**config.mk**
```make
export PLATFORM = sky130hd
export DESIGN_NAME = keyword_number_token_lexer
export DESIGN_NICKNAME = d
export VERILOG_FILES = /design/src/hw/rtl/kntl_pkg.sv /design/src/hw/rtl/kntl_front.sv /design/src/hw/rtl/kntl_queue.sv /design/src/hw/rtl/kntl_back.sv /design/src/hw/rtl/keyword_number_token_lexer.sv
export SDC_FILE = /design/constraint.sdc
export NUM_CORES = 1
export LEC_CHECK = 0
export ABC_CLOCK_PERIOD_IN_PS = 9300
export BUFFER_PORTS_ARGS = -buffer_cell sky130_fd_sc_hd__buf_2
export CORE_MARGIN = 5
export CORE_UTILIZATION = 60
export DETAILED_ROUTE_END_ITERATION = 8
export PLACE_DENSITY = 0.88
export SKIP_CTS_REPAIR_TIMING = 1
export SLEW_MARGIN = 20
export SYNTH_ARGS = -nofsm -noshare
export SYNTH_HDL_FRONTEND = slang
export SYNTH_SLANG_ARGS = --single-unit
```
**constraint.sdc**
```tcl
create_clock -name clock -period 9.3 [get_ports clock]
set_clock_uncertainty 0.15 [all_clocks]
set_input_delay 1.86 -clock clock [delete_from_list [all_inputs] [get_ports clock]]
set_output_delay 1.86 -clock clock [all_outputs]
set_load 0.005 [all_outputs]
```
**src/hw/rtl/kntl_pkg.sv**
```systemverilog
// Package for the keyword/number token lexer: token kinds, scan modes,
// the queue entry format and the keyword tables.
// No dependencies; every other file of the block imports it.
package kntl_pkg;

   localparam int QUEUE_DEPTH_DEFAULT = 4;
   localparam int VALUE_W = 64;

   typedef enum logic [4:0] {
      TOK_NUMBER    = 5'd0,
      TOK_PLUS      = 5'd1,
      TOK_MINUS     = 5'd2,
      TOK_STAR      = 5'd3,
      TOK_SLASH     = 5'd4,
      TOK_NAME      = 5'd5,
      TOK_ASSIGN    = 5'd6,
      TOK_SEMICOLON = 5'd7,
      TOK_LPAREN    = 5'd8,
      TOK_RPAREN    = 5'd9,
      TOK_LBRACE    = 5'd10,
      TOK_RBRACE    = 5'd11,
      TOK_COMMA     = 5'd12,
      TOK_IF        = 5'd13,
      TOK_WHILE     = 5'd14,
      TOK_FOR       = 5'd15,
      TOK_END       = 5'd16
   } token_kind_type;

   typedef enum logic [2:0] {
      MODE_IDLE    = 3'd0,
      MODE_NUMBER  = 3'd1,
      MODE_KEYWORD = 3'd2,
      MODE_NAME    = 3'd3,
      MODE_HALTED  = 3'd4
   } scan_mode_type;

   localparam logic [1:0] KW_IF    = 2'd0;
   localparam logic [1:0] KW_WHILE = 2'd1;
   localparam logic [1:0] KW_FOR   = 2'd2;

   // One queue entry holds every token that one byte causes.
   typedef struct packed {
      logic                 two;
      token_kind_type       kind0;
      logic [VALUE_W-1:0]   value0;
      token_kind_type       kind1;
   } queue_entry_type;

   typedef struct packed {
      logic full;
      logic not_empty;
   } queue_status_type;

   function automatic logic [2:0] kw_len(input logic [1:0] k);
      logic [2:0] len;
      case (k)
         KW_IF:    len = 3'd2;
         KW_WHILE: len = 3'd5;
         KW_FOR:   len = 3'd3;
         default:  len = 3'd2;
      endcase
      return len;
   endfunction

   function automatic token_kind_type kw_kind(input logic [1:0] k);
      token_kind_type kind;
      case (k)
         KW_IF:    kind = TOK_IF;
         KW_WHILE: kind = TOK_WHILE;
         KW_FOR:   kind = TOK_FOR;
         default:  kind = TOK_IF;
      endcase
      return kind;
   endfunction

   function automatic logic [7:0] kw_char(input logic [1:0] k, input logic [2:0] p);
      logic [7:0] c;
      c = 8'h00;
      case (k)
         KW_IF: begin
            case (p)
               3'd0:    c = "i";
               3'd1:    c = "f";
               default: c = 8'h00;
            endcase
         end
         KW_WHILE: begin
            case (p)
               3'd0:    c = "w";
               3'd1:    c = "h";
               3'd2:    c = "i";
               3'd3:    c = "l";
               3'd4:    c = "e";
               default: c = 8'h00;
            endcase
         end
         KW_FOR: begin
            case (p)
               3'd0:    c = "f";
               3'd1:    c = "o";
               3'd2:    c = "r";
               default: c = 8'h00;
            endcase
         end
         default: c = 8'h00;
      endcase
      return c;
   endfunction

endpackage

```
**src/hw/rtl/kntl_front.sv**
```systemverilog
// Front end of the lexer: accepts text bytes, runs the scanner state
// machine and pushes the tokens of each byte into the queue as one entry.
// Depends on kntl_pkg.
module kntl_front
   import kntl_pkg::*;
(
   input  logic                  clock,
   input  logic                  reset,
   input  logic                  accept,
   input  logic [7:0]            text_byte,
   output logic                  push,
   output queue_entry_type       push_entry
);

   typedef struct packed {
      scan_mode_type       mode;
      logic                set_cand;
      logic [1:0]          cand;
      logic [2:0]          pos;
      logic [VALUE_W-1:0]  acc;
      logic                emit;
      token_kind_type      kind;
   } fresh_type;

   scan_mode_type       mode_ff, mode_in;
   logic [1:0]          cand_ff, cand_in;
   logic [2:0]          pos_ff, pos_in;
   logic [VALUE_W-1:0]  acc_ff, acc_in;

   function automatic logic is_digit(input logic [7:0] b);
      return b inside {["0":"9"]};
   endfunction

   function automatic logic is_letter(input logic [7:0] b);
      return b inside {["a":"z"], ["A":"Z"]};
   endfunction

   function automatic logic is_name_char(input logic [7:0] b);
      return is_digit(b) || is_letter(b) || (b == "_");
   endfunction

   // Scan of a byte that starts a new token.
   function automatic fresh_type scan_fresh(input logic [7:0] b);
      fresh_type f;
      f.mode     = MODE_IDLE;
      f.set_cand = 1'b0;
      f.cand     = KW_IF;
      f.pos      = 3'd0;
      f.acc      = '0;
      f.emit     = 1'b0;
      f.kind     = TOK_END;
      if (b == 8'h00) begin
         f.emit = 1'b1;
      end else if (b == " " || b == 8'h0a || b == 8'h0d) begin
         f.emit = 1'b0;
      end else if (is_digit(b)) begin
         f.mode = MODE_NUMBER;
         f.acc  = {{(VALUE_W-8){1'b0}}, b - 8'("0")};
      end else if (is_letter(b)) begin
         f.mode = MODE_NAME;
         if (b == kw_char(KW_IF, 3'd0) || b == kw_char(KW_WHILE, 3'd0) ||
             b == kw_char(KW_FOR, 3'd0)) begin
            f.mode     = MODE_KEYWORD;
            f.set_cand = 1'b1;
            f.pos      = 3'd1;
            if (b == kw_char(KW_IF, 3'd0)) begin
               f.cand = KW_IF;
            end else if (b == kw_char(KW_WHILE, 3'd0)) begin
               f.cand = KW_WHILE;
            end else begin
               f.cand = KW_FOR;
            end
         end
      end else begin
         f.emit = 1'b1;
         case (b)
            "+":     f.kind = TOK_PLUS;
            "-":     f.kind = TOK_MINUS;
            "*":     f.kind = TOK_STAR;
            "/":     f.kind = TOK_SLASH;
            "=":     f.kind = TOK_ASSIGN;
            ";":     f.kind = TOK_SEMICOLON;
            "(":     f.kind = TOK_LPAREN;
            ")":     f.kind = TOK_RPAREN;
            "{":     f.kind = TOK_LBRACE;
            "}":     f.kind = TOK_RBRACE;
            ",":     f.kind = TOK_COMMA;
            default: begin
               f.kind = TOK_END;
               f.mode = MODE_HALTED;
            end
         endcase
      end
      return f;
   endfunction

   always_ff @(posedge clock) begin
      if (reset) begin
         mode_ff <= MODE_IDLE;
         cand_ff <= KW_IF;
         pos_ff  <= 3'd0;
         acc_ff  <= '0;
      end else if (accept) begin
         mode_ff <= mode_in;
         cand_ff <= cand_in;
         pos_ff  <= pos_in;
         acc_ff  <= acc_in;
      end
   end

   always_comb begin
      fresh_type       f;
      logic            use_fresh;
      logic            emit0;
      token_kind_type  kind0;
      logic [VALUE_W-1:0] value0;
      logic [1:0]      k;
      logic [2:0]      len;
      logic [2:0]      p;
      logic [2:0]      p_next;

      f         = scan_fresh(text_byte);
      use_fresh = 1'b0;
      emit0     = 1'b0;
      kind0     = TOK_END;
      value0    = '0;
      mode_in   = mode_ff;
      cand_in   = cand_ff;
      pos_in    = pos_ff;
      acc_in    = acc_ff;
      k         = (cand_ff == 2'd3) ? KW_IF : cand_ff;
      len       = kw_len(k);
      p         = (pos_ff < len) ? pos_ff : 3'd0;
      p_next    = p + 3'd1;

      case (mode_ff)
         MODE_HALTED: begin
            emit0 = 1'b1;
            kind0 = TOK_END;
         end
         MODE_NUMBER: begin
            if (is_digit(text_byte)) begin
               // Times ten as two shifted copies; the sum wraps at 64 bits.
               acc_in = {acc_ff[VALUE_W-4:0], 3'b000} + {acc_ff[VALUE_W-2:0], 1'b0}
                      + {{(VALUE_W-8){1'b0}}, text_byte - 8'("0")};
            end else begin
               emit0     = 1'b1;
               kind0     = TOK_NUMBER;
               value0    = acc_ff;
               use_fresh = 1'b1;
            end
         end
         MODE_KEYWORD: begin
            if (p != 3'd0 && kw_char(k, p) == text_byte) begin
               if (p_next == len) begin
                  emit0   = 1'b1;
                  kind0   = kw_kind(k);
                  mode_in = MODE_IDLE;
                  pos_in  = 3'd0;
               end else begin
                  pos_in = p_next;
               end
            end else if (is_name_char(text_byte)) begin
               mode_in = MODE_NAME;
               pos_in  = 3'd0;
            end else begin
               emit0     = 1'b1;
               kind0     = TOK_NAME;
               use_fresh = 1'b1;
            end
         end
         MODE_NAME: begin
            if (!is_name_char(text_byte)) begin
               emit0     = 1'b1;
               kind0     = TOK_NAME;
               use_fresh = 1'b1;
            end
         end
         default: begin
            use_fresh = 1'b1;
         end
      endcase

      if (use_fresh) begin
         mode_in = f.mode;
         pos_in  = f.pos;
         acc_in  = f.acc;
         if (f.set_cand) begin
            cand_in = f.cand;
         end
      end

      push_entry.two    = emit0 && use_fresh && f.emit;
      push_entry.kind1  = f.kind;
      if (emit0) begin
         push_entry.kind0  = kind0;
         push_entry.value0 = value0;
      end else begin
         push_entry.kind0  = f.kind;
         push_entry.value0 = '0;
      end
      push = accept && (emit0 || (use_fresh && f.emit));
   end

endmodule

```
**src/hw/rtl/kntl_queue.sv**
```systemverilog
// Short queue of token entries between the scanner and the output side.
// Depends on kntl_pkg.
module kntl_queue
   import kntl_pkg::*;
#(
   parameter int QUEUE_DEPTH = QUEUE_DEPTH_DEFAULT
)
(
   input  logic              clock,
   input  logic              reset,
   input  logic              push,
   input  queue_entry_type   push_entry,
   input  logic              pop,
   output queue_entry_type   head_entry,
   output queue_status_type  status
);

   localparam int PTR_W = (QUEUE_DEPTH > 1) ? $clog2(QUEUE_DEPTH) : 1;
   localparam int CNT_W = $clog2(QUEUE_DEPTH + 1);
   localparam logic [PTR_W-1:0] LAST_PTR = PTR_W'(QUEUE_DEPTH - 1);

   queue_entry_type   entries [QUEUE_DEPTH];
   logic [PTR_W-1:0]  wr_ptr_ff, wr_ptr_in;
   logic [PTR_W-1:0]  rd_ptr_ff, rd_ptr_in;
   logic [CNT_W-1:0]  count_ff, count_in;

   always_ff @(posedge clock) begin
      if (push) begin
         entries[wr_ptr_ff] <= push_entry;
      end
   end

   always_ff @(posedge clock) begin
      if (reset) begin
         wr_ptr_ff <= '0;
         rd_ptr_ff <= '0;
         count_ff  <= '0;
      end else begin
         wr_ptr_ff <= wr_ptr_in;
         rd_ptr_ff <= rd_ptr_in;
         count_ff  <= count_in;
      end
   end

   always_comb begin
      wr_ptr_in = wr_ptr_ff;
      rd_ptr_in = rd_ptr_ff;
      count_in  = count_ff;
      if (push) begin
         wr_ptr_in = (wr_ptr_ff == LAST_PTR) ? '0 : wr_ptr_ff + PTR_W'(1);
      end
      if (pop) begin
         rd_ptr_in = (rd_ptr_ff == LAST_PTR) ? '0 : rd_ptr_ff + PTR_W'(1);
      end
      if (push && !pop) begin
         count_in = count_ff + CNT_W'(1);
      end else if (pop && !push) begin
         count_in = count_ff - CNT_W'(1);
      end
   end

   assign head_entry       = entries[rd_ptr_ff];
   assign status.full      = (count_ff == CNT_W'(QUEUE_DEPTH));
   assign status.not_empty = (count_ff != '0);

endmodule

```
**src/hw/rtl/kntl_back.sv**
```systemverilog
// Output side of the lexer: takes entries from the queue and hands out
// their tokens one word at a time through a registered output stage.
// Depends on kntl_pkg.
module kntl_back
   import kntl_pkg::*;
(
   input  logic                       clock,
   input  logic                       reset,
   input  queue_entry_type            head_entry,
   input  queue_status_type           status,
   output logic                       pop,
   output logic                       rsp_valid,
   input  logic                       rsp_stall,
   output logic [4:0]                 rsp_token_kind,
   output logic signed [VALUE_W-1:0]  rsp_number_value,
   output logic                       rsp_last_of_run
);

   logic                valid_ff, valid_in;
   logic                second_ff, second_in;
   token_kind_type      kind_ff, kind_in;
   logic [VALUE_W-1:0]  value_ff, value_in;
   logic                last_ff, last_in;
   logic                load;

   always_ff @(posedge clock) begin
      if (reset) begin
         valid_ff  <= 1'b0;
         second_ff <= 1'b0;
      end else begin
         valid_ff  <= valid_in;
         second_ff <= second_in;
      end
   end

   always_ff @(posedge clock) begin
      if (load) begin
         kind_ff  <= kind_in;
         value_ff <= value_in;
         last_ff  <= last_in;
      end
   end

   always_comb begin
      load      = status.not_empty && (!valid_ff || !rsp_stall);
      valid_in  = load || (valid_ff && rsp_stall);
      second_in = second_ff;
      pop       = 1'b0;
      kind_in   = head_entry.kind0;
      value_in  = head_entry.value0;
      last_in   = 1'b1;
      // A two-token entry stays at the head until its second word is loaded.
      if (head_entry.two && !second_ff) begin
         last_in = 1'b0;
      end else if (head_entry.two) begin
         kind_in  = head_entry.kind1;
         value_in = '0;
      end
      if (load) begin
         if (head_entry.two && !second_ff) begin
            second_in = 1'b1;
         end else begin
            second_in = 1'b0;
            pop       = 1'b1;
         end
      end
   end

   assign rsp_valid        = valid_ff;
   assign rsp_token_kind   = kind_ff;
   assign rsp_number_value = $signed(value_ff);
   assign rsp_last_of_run  = last_ff;

endmodule

```
**src/hw/rtl/keyword_number_token_lexer.sv**
```systemverilog
// Top level of the keyword/number token lexer: scanner front end, token
// queue and output stage. Depends on kntl_pkg, kntl_front, kntl_queue, kntl_back.
//
//   channel | direction | ports                                    | word
//   req     | in        | req_valid, req_stall, req_text_byte      | one source byte
//   rsp     | out       | rsp_valid, rsp_stall, rsp_token_kind,    | one token
//           |           | rsp_number_value, rsp_last_of_run        |
//
// One byte is accepted per cycle while req_stall is low; its tokens enter the queue
// as one entry, and the first is then loaded from the queue head into the output
// register, from which it is taken while rsp_stall is low.
// The output register gives one token per cycle while rsp_stall is low, so a byte
// with two tokens needs two words; the queue of QUEUE_DEPTH entries absorbs this.
// req_stall is high only while the queue is full; rsp_stall holds the output.
// Reset is synchronous; there is no clearing pass.
module keyword_number_token_lexer
   import kntl_pkg::*;
#(
   parameter int QUEUE_DEPTH = QUEUE_DEPTH_DEFAULT
)
(
   input  logic                       clock,
   input  logic                       reset,
   input  logic                       req_valid,
   output logic                       req_stall,
   input  logic [7:0]                 req_text_byte,
   output logic                       rsp_valid,
   input  logic                       rsp_stall,
   output logic [4:0]                 rsp_token_kind,
   output logic signed [VALUE_W-1:0]  rsp_number_value,
   output logic                       rsp_last_of_run
);

   queue_status_type  status;
   queue_entry_type   push_entry;
   queue_entry_type   head_entry;
   logic              push;
   logic              pop;
   logic              accept;

   assign req_stall = status.full;
   assign accept    = req_valid && !status.full;

   kntl_front u_front (
      .clock      (clock),
      .reset      (reset),
      .accept     (accept),
      .text_byte  (req_text_byte),
      .push       (push),
      .push_entry (push_entry)
   );

   kntl_queue #(
      .QUEUE_DEPTH (QUEUE_DEPTH)
   ) u_queue (
      .clock      (clock),
      .reset      (reset),
      .push       (push),
      .push_entry (push_entry),
      .pop        (pop),
      .head_entry (head_entry),
      .status     (status)
   );

   kntl_back u_back (
      .clock            (clock),
      .reset            (reset),
      .head_entry       (head_entry),
      .status           (status),
      .pop              (pop),
      .rsp_valid        (rsp_valid),
      .rsp_stall        (rsp_stall),
      .rsp_token_kind   (rsp_token_kind),
      .rsp_number_value (rsp_number_value),
      .rsp_last_of_run  (rsp_last_of_run)
   );

endmodule

```
### Word-level counts from Yosys, hierarchy flattened

Memories as Yosys holds them, arrays and structs flattened. A register that Yosys moved wholly into a read port is not among the register bits.
Index checks and enable logic that the tools add are counted.

* bits of input ports: 12
* memories kept: 1
* RAM bits: 300
* output and inout port bits: 72
* register bits: 151

* muxes and demuxes: 70
* reduce and logical (&&, ||, !) cells: 45
* $lt $le $gt $ge: 7
* equality and inequality tests: 35
* $add $sub $neg: 8

Memories
* u_queue.entries: words 4, bits a word 75, read ports 1, clocked after memory_dff 1, write ports 1, line kntl_queue.sv:22 `queue_entry_type entries [QUEUE_DEPTH];`

Operators with widths (number)
* $mux 64: 7
* $mux 73: 2
* $eq 8x6->1 const B: 10
* $mux 69: 1
* $add 64x64->64: 1
* $add 64x8->64: 1
* $pmux 5 s11: 1
* $eq 8x7->1 const B: 6
* $mux 3: 16
* $mux 5: 8
* $pmux 7 s5: 1
* $mux 6: 4
* $pmux 8 s3: 1
* $pmux 7 s3: 1
* $eq 8x4->1 const B: 2
* $ge 8x7->1 const B: 2
* $le 8x7->1 const B: 2
* $mux 8: 2
* $pmux 5 s3: 1
* $logic_and 1x1->1: 14
* $mux 2: 7
* $pmux 7 s2: 1
* $eq 3x2->1 const B: 4
* $mux 1: 12
* other kinds (28): 58

### Longest topological paths before layout

* depth after elaboration: 21
* mapped depth: 23
* depth with buffers taken out: 23

### Hierarchy

A second synthesis with hierarchy kept.

* cell total of the unflattened synthesis: 1798
* area total of the unflattened synthesis: 22878.2 um2

By module, submodules not included
* kntl_queue: area each 11259.5 um2, times used 1, cells each 435, sequential area each 9188.8 um2
* kntl_front: area each 8884.8 um2, times used 1, cells each 1205, sequential area each 1441.4 um2
* kntl_back: area each 2720.1 um2, times used 1, cells each 157, sequential area each 2142.1 um2
* keyword_number_token_lexer: area each 13.8 um2, times used 1, cells each 1, sequential area each 0.0 um2

### Worst setup path before layout

OpenSTA, ideal clock, no wires.

* path type: input port to flip-flop
* start point: input rsp_stall
* end point: register u_queue.count_ff[2]
* stages: 8
* path slack: 2034 ps
* arrival time: 7045 ps
* required time: 9079 ps
* cell sequence: a21oi_1 nand2_1 ha_1 inv_1 fa_1 xor2_1 or3_1 a21oi_1

* cells in the longest elaborated chain, start to end: 7
* elaborated cells between the ends (all ways): 9
* classes of those cells: mux: 2; reduce/logical: 7

RTL lines
* start, declared: line keyword_number_token_lexer.sv:28 `input logic rsp_stall,`
* $logic_not 1->1 *: line kntl_back.sv:45 `load = status.not_empty && (!valid_ff || !rsp_stall);`
* $logic_or 1x1->1 *: line kntl_back.sv:45
* $logic_and 1x1->1 *: line kntl_back.sv:45
* $mux 1 *: line kntl_back.sv:59 `if (load) begin`
* $logic_not 1->1: line kntl_queue.sv:55 `if (push && !pop) begin`
* $logic_and 1x1->1: line kntl_queue.sv:55
* $mux 3 / $reduce_bool 2->1 (equally long branches)
* end signal, assigned: line kntl_queue.sv:41 `count_ff <= count_in;`
* end, declared: line kntl_queue.sv:25 `logic [CNT_W-1:0] count_ff, count_in;`

Mark *: on every way between the ends. The rest lies on a longest branch, timed or not.
A chain may end at the register's enable or synchronous reset.

### Worst setup path after layout

* start point: input req_text_byte[4]
* end point: register u_front.acc_ff[49]

* cells in the longest elaborated chain, start to end: 10
* elaborated cells between the ends (all ways): 29
* classes of those cells: add/sub: 2; order compare: 6; eq/ne: 2; mux: 8; reduce/logical: 11

RTL lines
* start, declared: line keyword_number_token_lexer.sv:26 `input logic [7:0] req_text_byte,`
* parallel branches: the longest is 10 deep, another holds $add 64x8->64
* end signal, assigned: line kntl_front.sv:107 `acc_ff <= acc_in;`
* end, declared: line kntl_front.sv:28 `logic [VALUE_W-1:0] acc_ff, acc_in;`

Several ways; the timed one is not identified. The select of a mux whose other input is x is not followed.

==> impl_metrics.tcl <==
set metrics [dict create \
    core_area_um2 36700 \
    final_common_cell "edfxtp_1" \
    hold_viol 0 \
    syn2layout_area_growth_pct 9.81 \
    grt_pass1_vias 14759 \
    initial_core_util 0.609 \
    timing.fmax_ghz 0.171 \
    cts_max_path_buffers 3 \
    fin_crit_sh 0.630 \
    die_w_um 203 \
    routed_wl_mm 50.1 \
    setup_viol 0 \
    io_pins 84 \
    mostFrequentLayoutCells "edfxtp_1, ha_1, nand2_1" \
    clkLatencyLatePin_ps 560 \
    chipHeight_um 203 \
    postSynthAreaPerCell_um2 13.2 \
    gp_congestion 0.917 \
    power_density_nw_per_um2 239 \
    placed_cells 2177 \
    switchingPower_mw 1.63 \
    ys.warnings.count 0 \
    root_buffer "clkbuf_16" \
    grt_start_max_net_pins 75 \
    rsz0062_at_grt "false" \
    min_path_type "flop to flop" \
    fin_setup_tns_ps 0 \
    cts_made_buffers 44 \
    dr.pass1.iters 8 \
    worst_slew_margin_rel 0.358 \
    vias_per_cell 6.41 \
    crit_path_start "req_text_byte[4]" \
    ys_ff_latch 453 \
    numPortBuffers 83 \
    intPower_mw 4.23 \
    path_max_fanout 11 \
    cp.required_ps 9610 \
    holdWs_ps 350 \
    yosysSeqAreaShare 0.571 \
    clock_sinks 453 \
    synthTopCellsByArea "edfxtp_1, ha_1, mux4_2" \
    final_cells 2258 \
    synth_ff_type "edfxtp_1" \
    drv_slew 0 \
    yosysTopAreaCell "edfxtp_1" \
    maxCapViolCount 0 \
    r2r_start "u_front.cand_ff[1]$_SDFFE_PP0P_" \
    synth_top_area_frac 0.497 \
    syn_area_um2 22400 \
    switching_share 0.278 \
    synthArstFlopShare 0 \
    p_seq_frac 0.478 \
    grt_pass1_wl_mm 81.3 \
    n_antenna_cell 0 \
    leakagePower_nw 9.48 \
    synth_edf_count 370 \
    n_fill_cell 2442 \
    grtUsageTotal 0.245 \
    drc 0 \
    power_frac_comb 0.229 \
    clk_pin_slew_ps 60 \
    cp.arrival_ps 6170 \
    antenna_found_initial 0 \
    path_class "primary input to flop" \
    nNetsFinal 1910 \
    outcome "complete, no violations" \
    wl_per_cell_um 22.2 \
    drive_above_1_share 0.155 \
    min_period_ps 5860 \
    grt-ovfl-total 0 \
    vias 14466 \
    ant_nets 0 \
    irDropWorstVdd_uv 164 \
    worstMarginPinSlew_ps 962 \
    rows 70 \
    cts_tree "done" \
    cp-end-kind "flop" \
    hp-start "u_front.acc_ff[3]$_SDFFE_PP0P_" \
    hpwl_mm 31.9 \
    power_mw 5.86 \
    syn-num-nets 1846 \
    p_clk_frac 0.293 \
    cp-start-kind "primary input" \
    dieArea_um2 41200 \
    syn_inst 1691 \
    synth_cell_types 91 \
    htree_levels 2 \
    drt_iter0_drc 1394 \
]
[critical path, cell delays in order]
cell	delay [ps]
buf_2	240
ha_1	420
xor2_1	210
fa_1	520
inv_1	50
ha_1	290
o21ai_0	160
nor3_1	310
nor2_1	140
o31ai_1	470
a31oi_1	300
o311ai_0	640
a311oi_1	210
xor2_1	180
o21ai_0	170
[registers in the layout, summed over array words and instances (netlist names), 2 cells and up, named ones only]
name	count
u_front.pos_ff	3
u_queue.count_ff	3
u_back.rsp_number_value	64
u_front.acc_ff	64
u_queue.entries	300
u_front.cand_ff	2
u_back.rsp_token_kind	5
u_front.mode_ff	3
u_queue.wr_ptr_ff	2
u_queue.rd_ptr_ff	2
[cells by family (layout without fill, tap and decap cells)]
logic type | Yosys count | count (layout) | synth area share
AO/OA/AOI/OAI | 350 | 350 | 0.107
XOR/XNOR | 59 | 59 | 0.0231
adder cells (fa/ha/maj) | 143 | 143 | 0.0824
buffers and inverters | 126 | 225 | 0.0232
flip-flops | 453 | 453 | 0.571
multiplexers | 89 | 89 | 0.0824
AND/OR/NAND/NOR | 471 | 471 | 0.111
[stage by stage]
stage	area, um^2	util	setup slack, ps
floorplan	22400	-	2030
global placement	23200	0.631	3060
detailed placement	23200	0.631	2820
CTS	24500	0.669	3390
global route	24500	0.669	3080
finish	24500	0.669	3440
[power by group through the flow]
stage / registers, mW / clock network [mW] / logic, mW
floorplan: 2.81 / 0 / 0.922
global placement: 2.82 / 0 / 1.31
detailed placement: 2.84 / 0 / 1.35
CTS: 2.81 / 1.73 / 1.37
global route: 2.84 / 1.82 / 1.48
finish: 2.80 / 1.71 / 1.34
[final timing paths]
kind / endpoint / slack (ps) / cells after the start
max: u_front.acc_ff[49]$_SDFFE_PP0P_ / 3440 / 15
min: u_front.acc_ff[3]$_SDFFE_PP0P_ / 350 / 2
max reg2reg: u_queue.entries[0][25]$_DFFE_PP_ / 3440 / 19
min reg2reg: u_front.acc_ff[3]$_SDFFE_PP0P_ / 350 / 2
[metal layers]
| metal | vias to the layer above | share of wire | GRT usage |
|---|---|---|---|
| li1 | 6584 | - | - |
| met1 | 7106 | 0.40 | 0.328 |
| met2 | 669 | 0.49 | 0.416 |
| met3 | 107 | 0.069 | 0.0383 |
| met4 | 0 | 0.033 | 0.0814 |
| met5 | - | 0 | 0 |
[synth_stat cells (7+ instances only)]
library cell  count
a211oi_1         11
a21o_1           49
a21oi_1          81
a22oi_1          30
a31oi_1          18
and2_1           71
and3_1           12
buf_1            11
buf_2            15
clkbuf_1         45
dfxtp_1          83
edfxtp_1        370
fa_1              7
ha_1            136
inv_1            47
mux2_2            8
mux4_2           75
nand2_1          98
nand2b_1         14
nand3_1          25
nand4_1          17
nor2_1           93
nor2b_1          75
nor3_1           26
o211ai_1         10
o21a_1            8
o21ai_0          60
o21bai_1         10
o31ai_1           8
xnor2_1          28
xor2_1           31
[area by class of cell]
class | count | area (um^2) | area share
Sequential cell | 453 | 12800 | 0.521
Multi-Input combinational cell | 1112 | 9100 | 0.371
Clock buffer | 59 | 1210 | 0.0492
Tap cell | 468 | 586 | 0.0239
Timing Repair Buffer | 96 | 513 | 0.0209
Clock inverter | 22 | 186 | 0.00759
Inverter | 48 | 180 | 0.00734
Power figures use the tool's default switching activity.
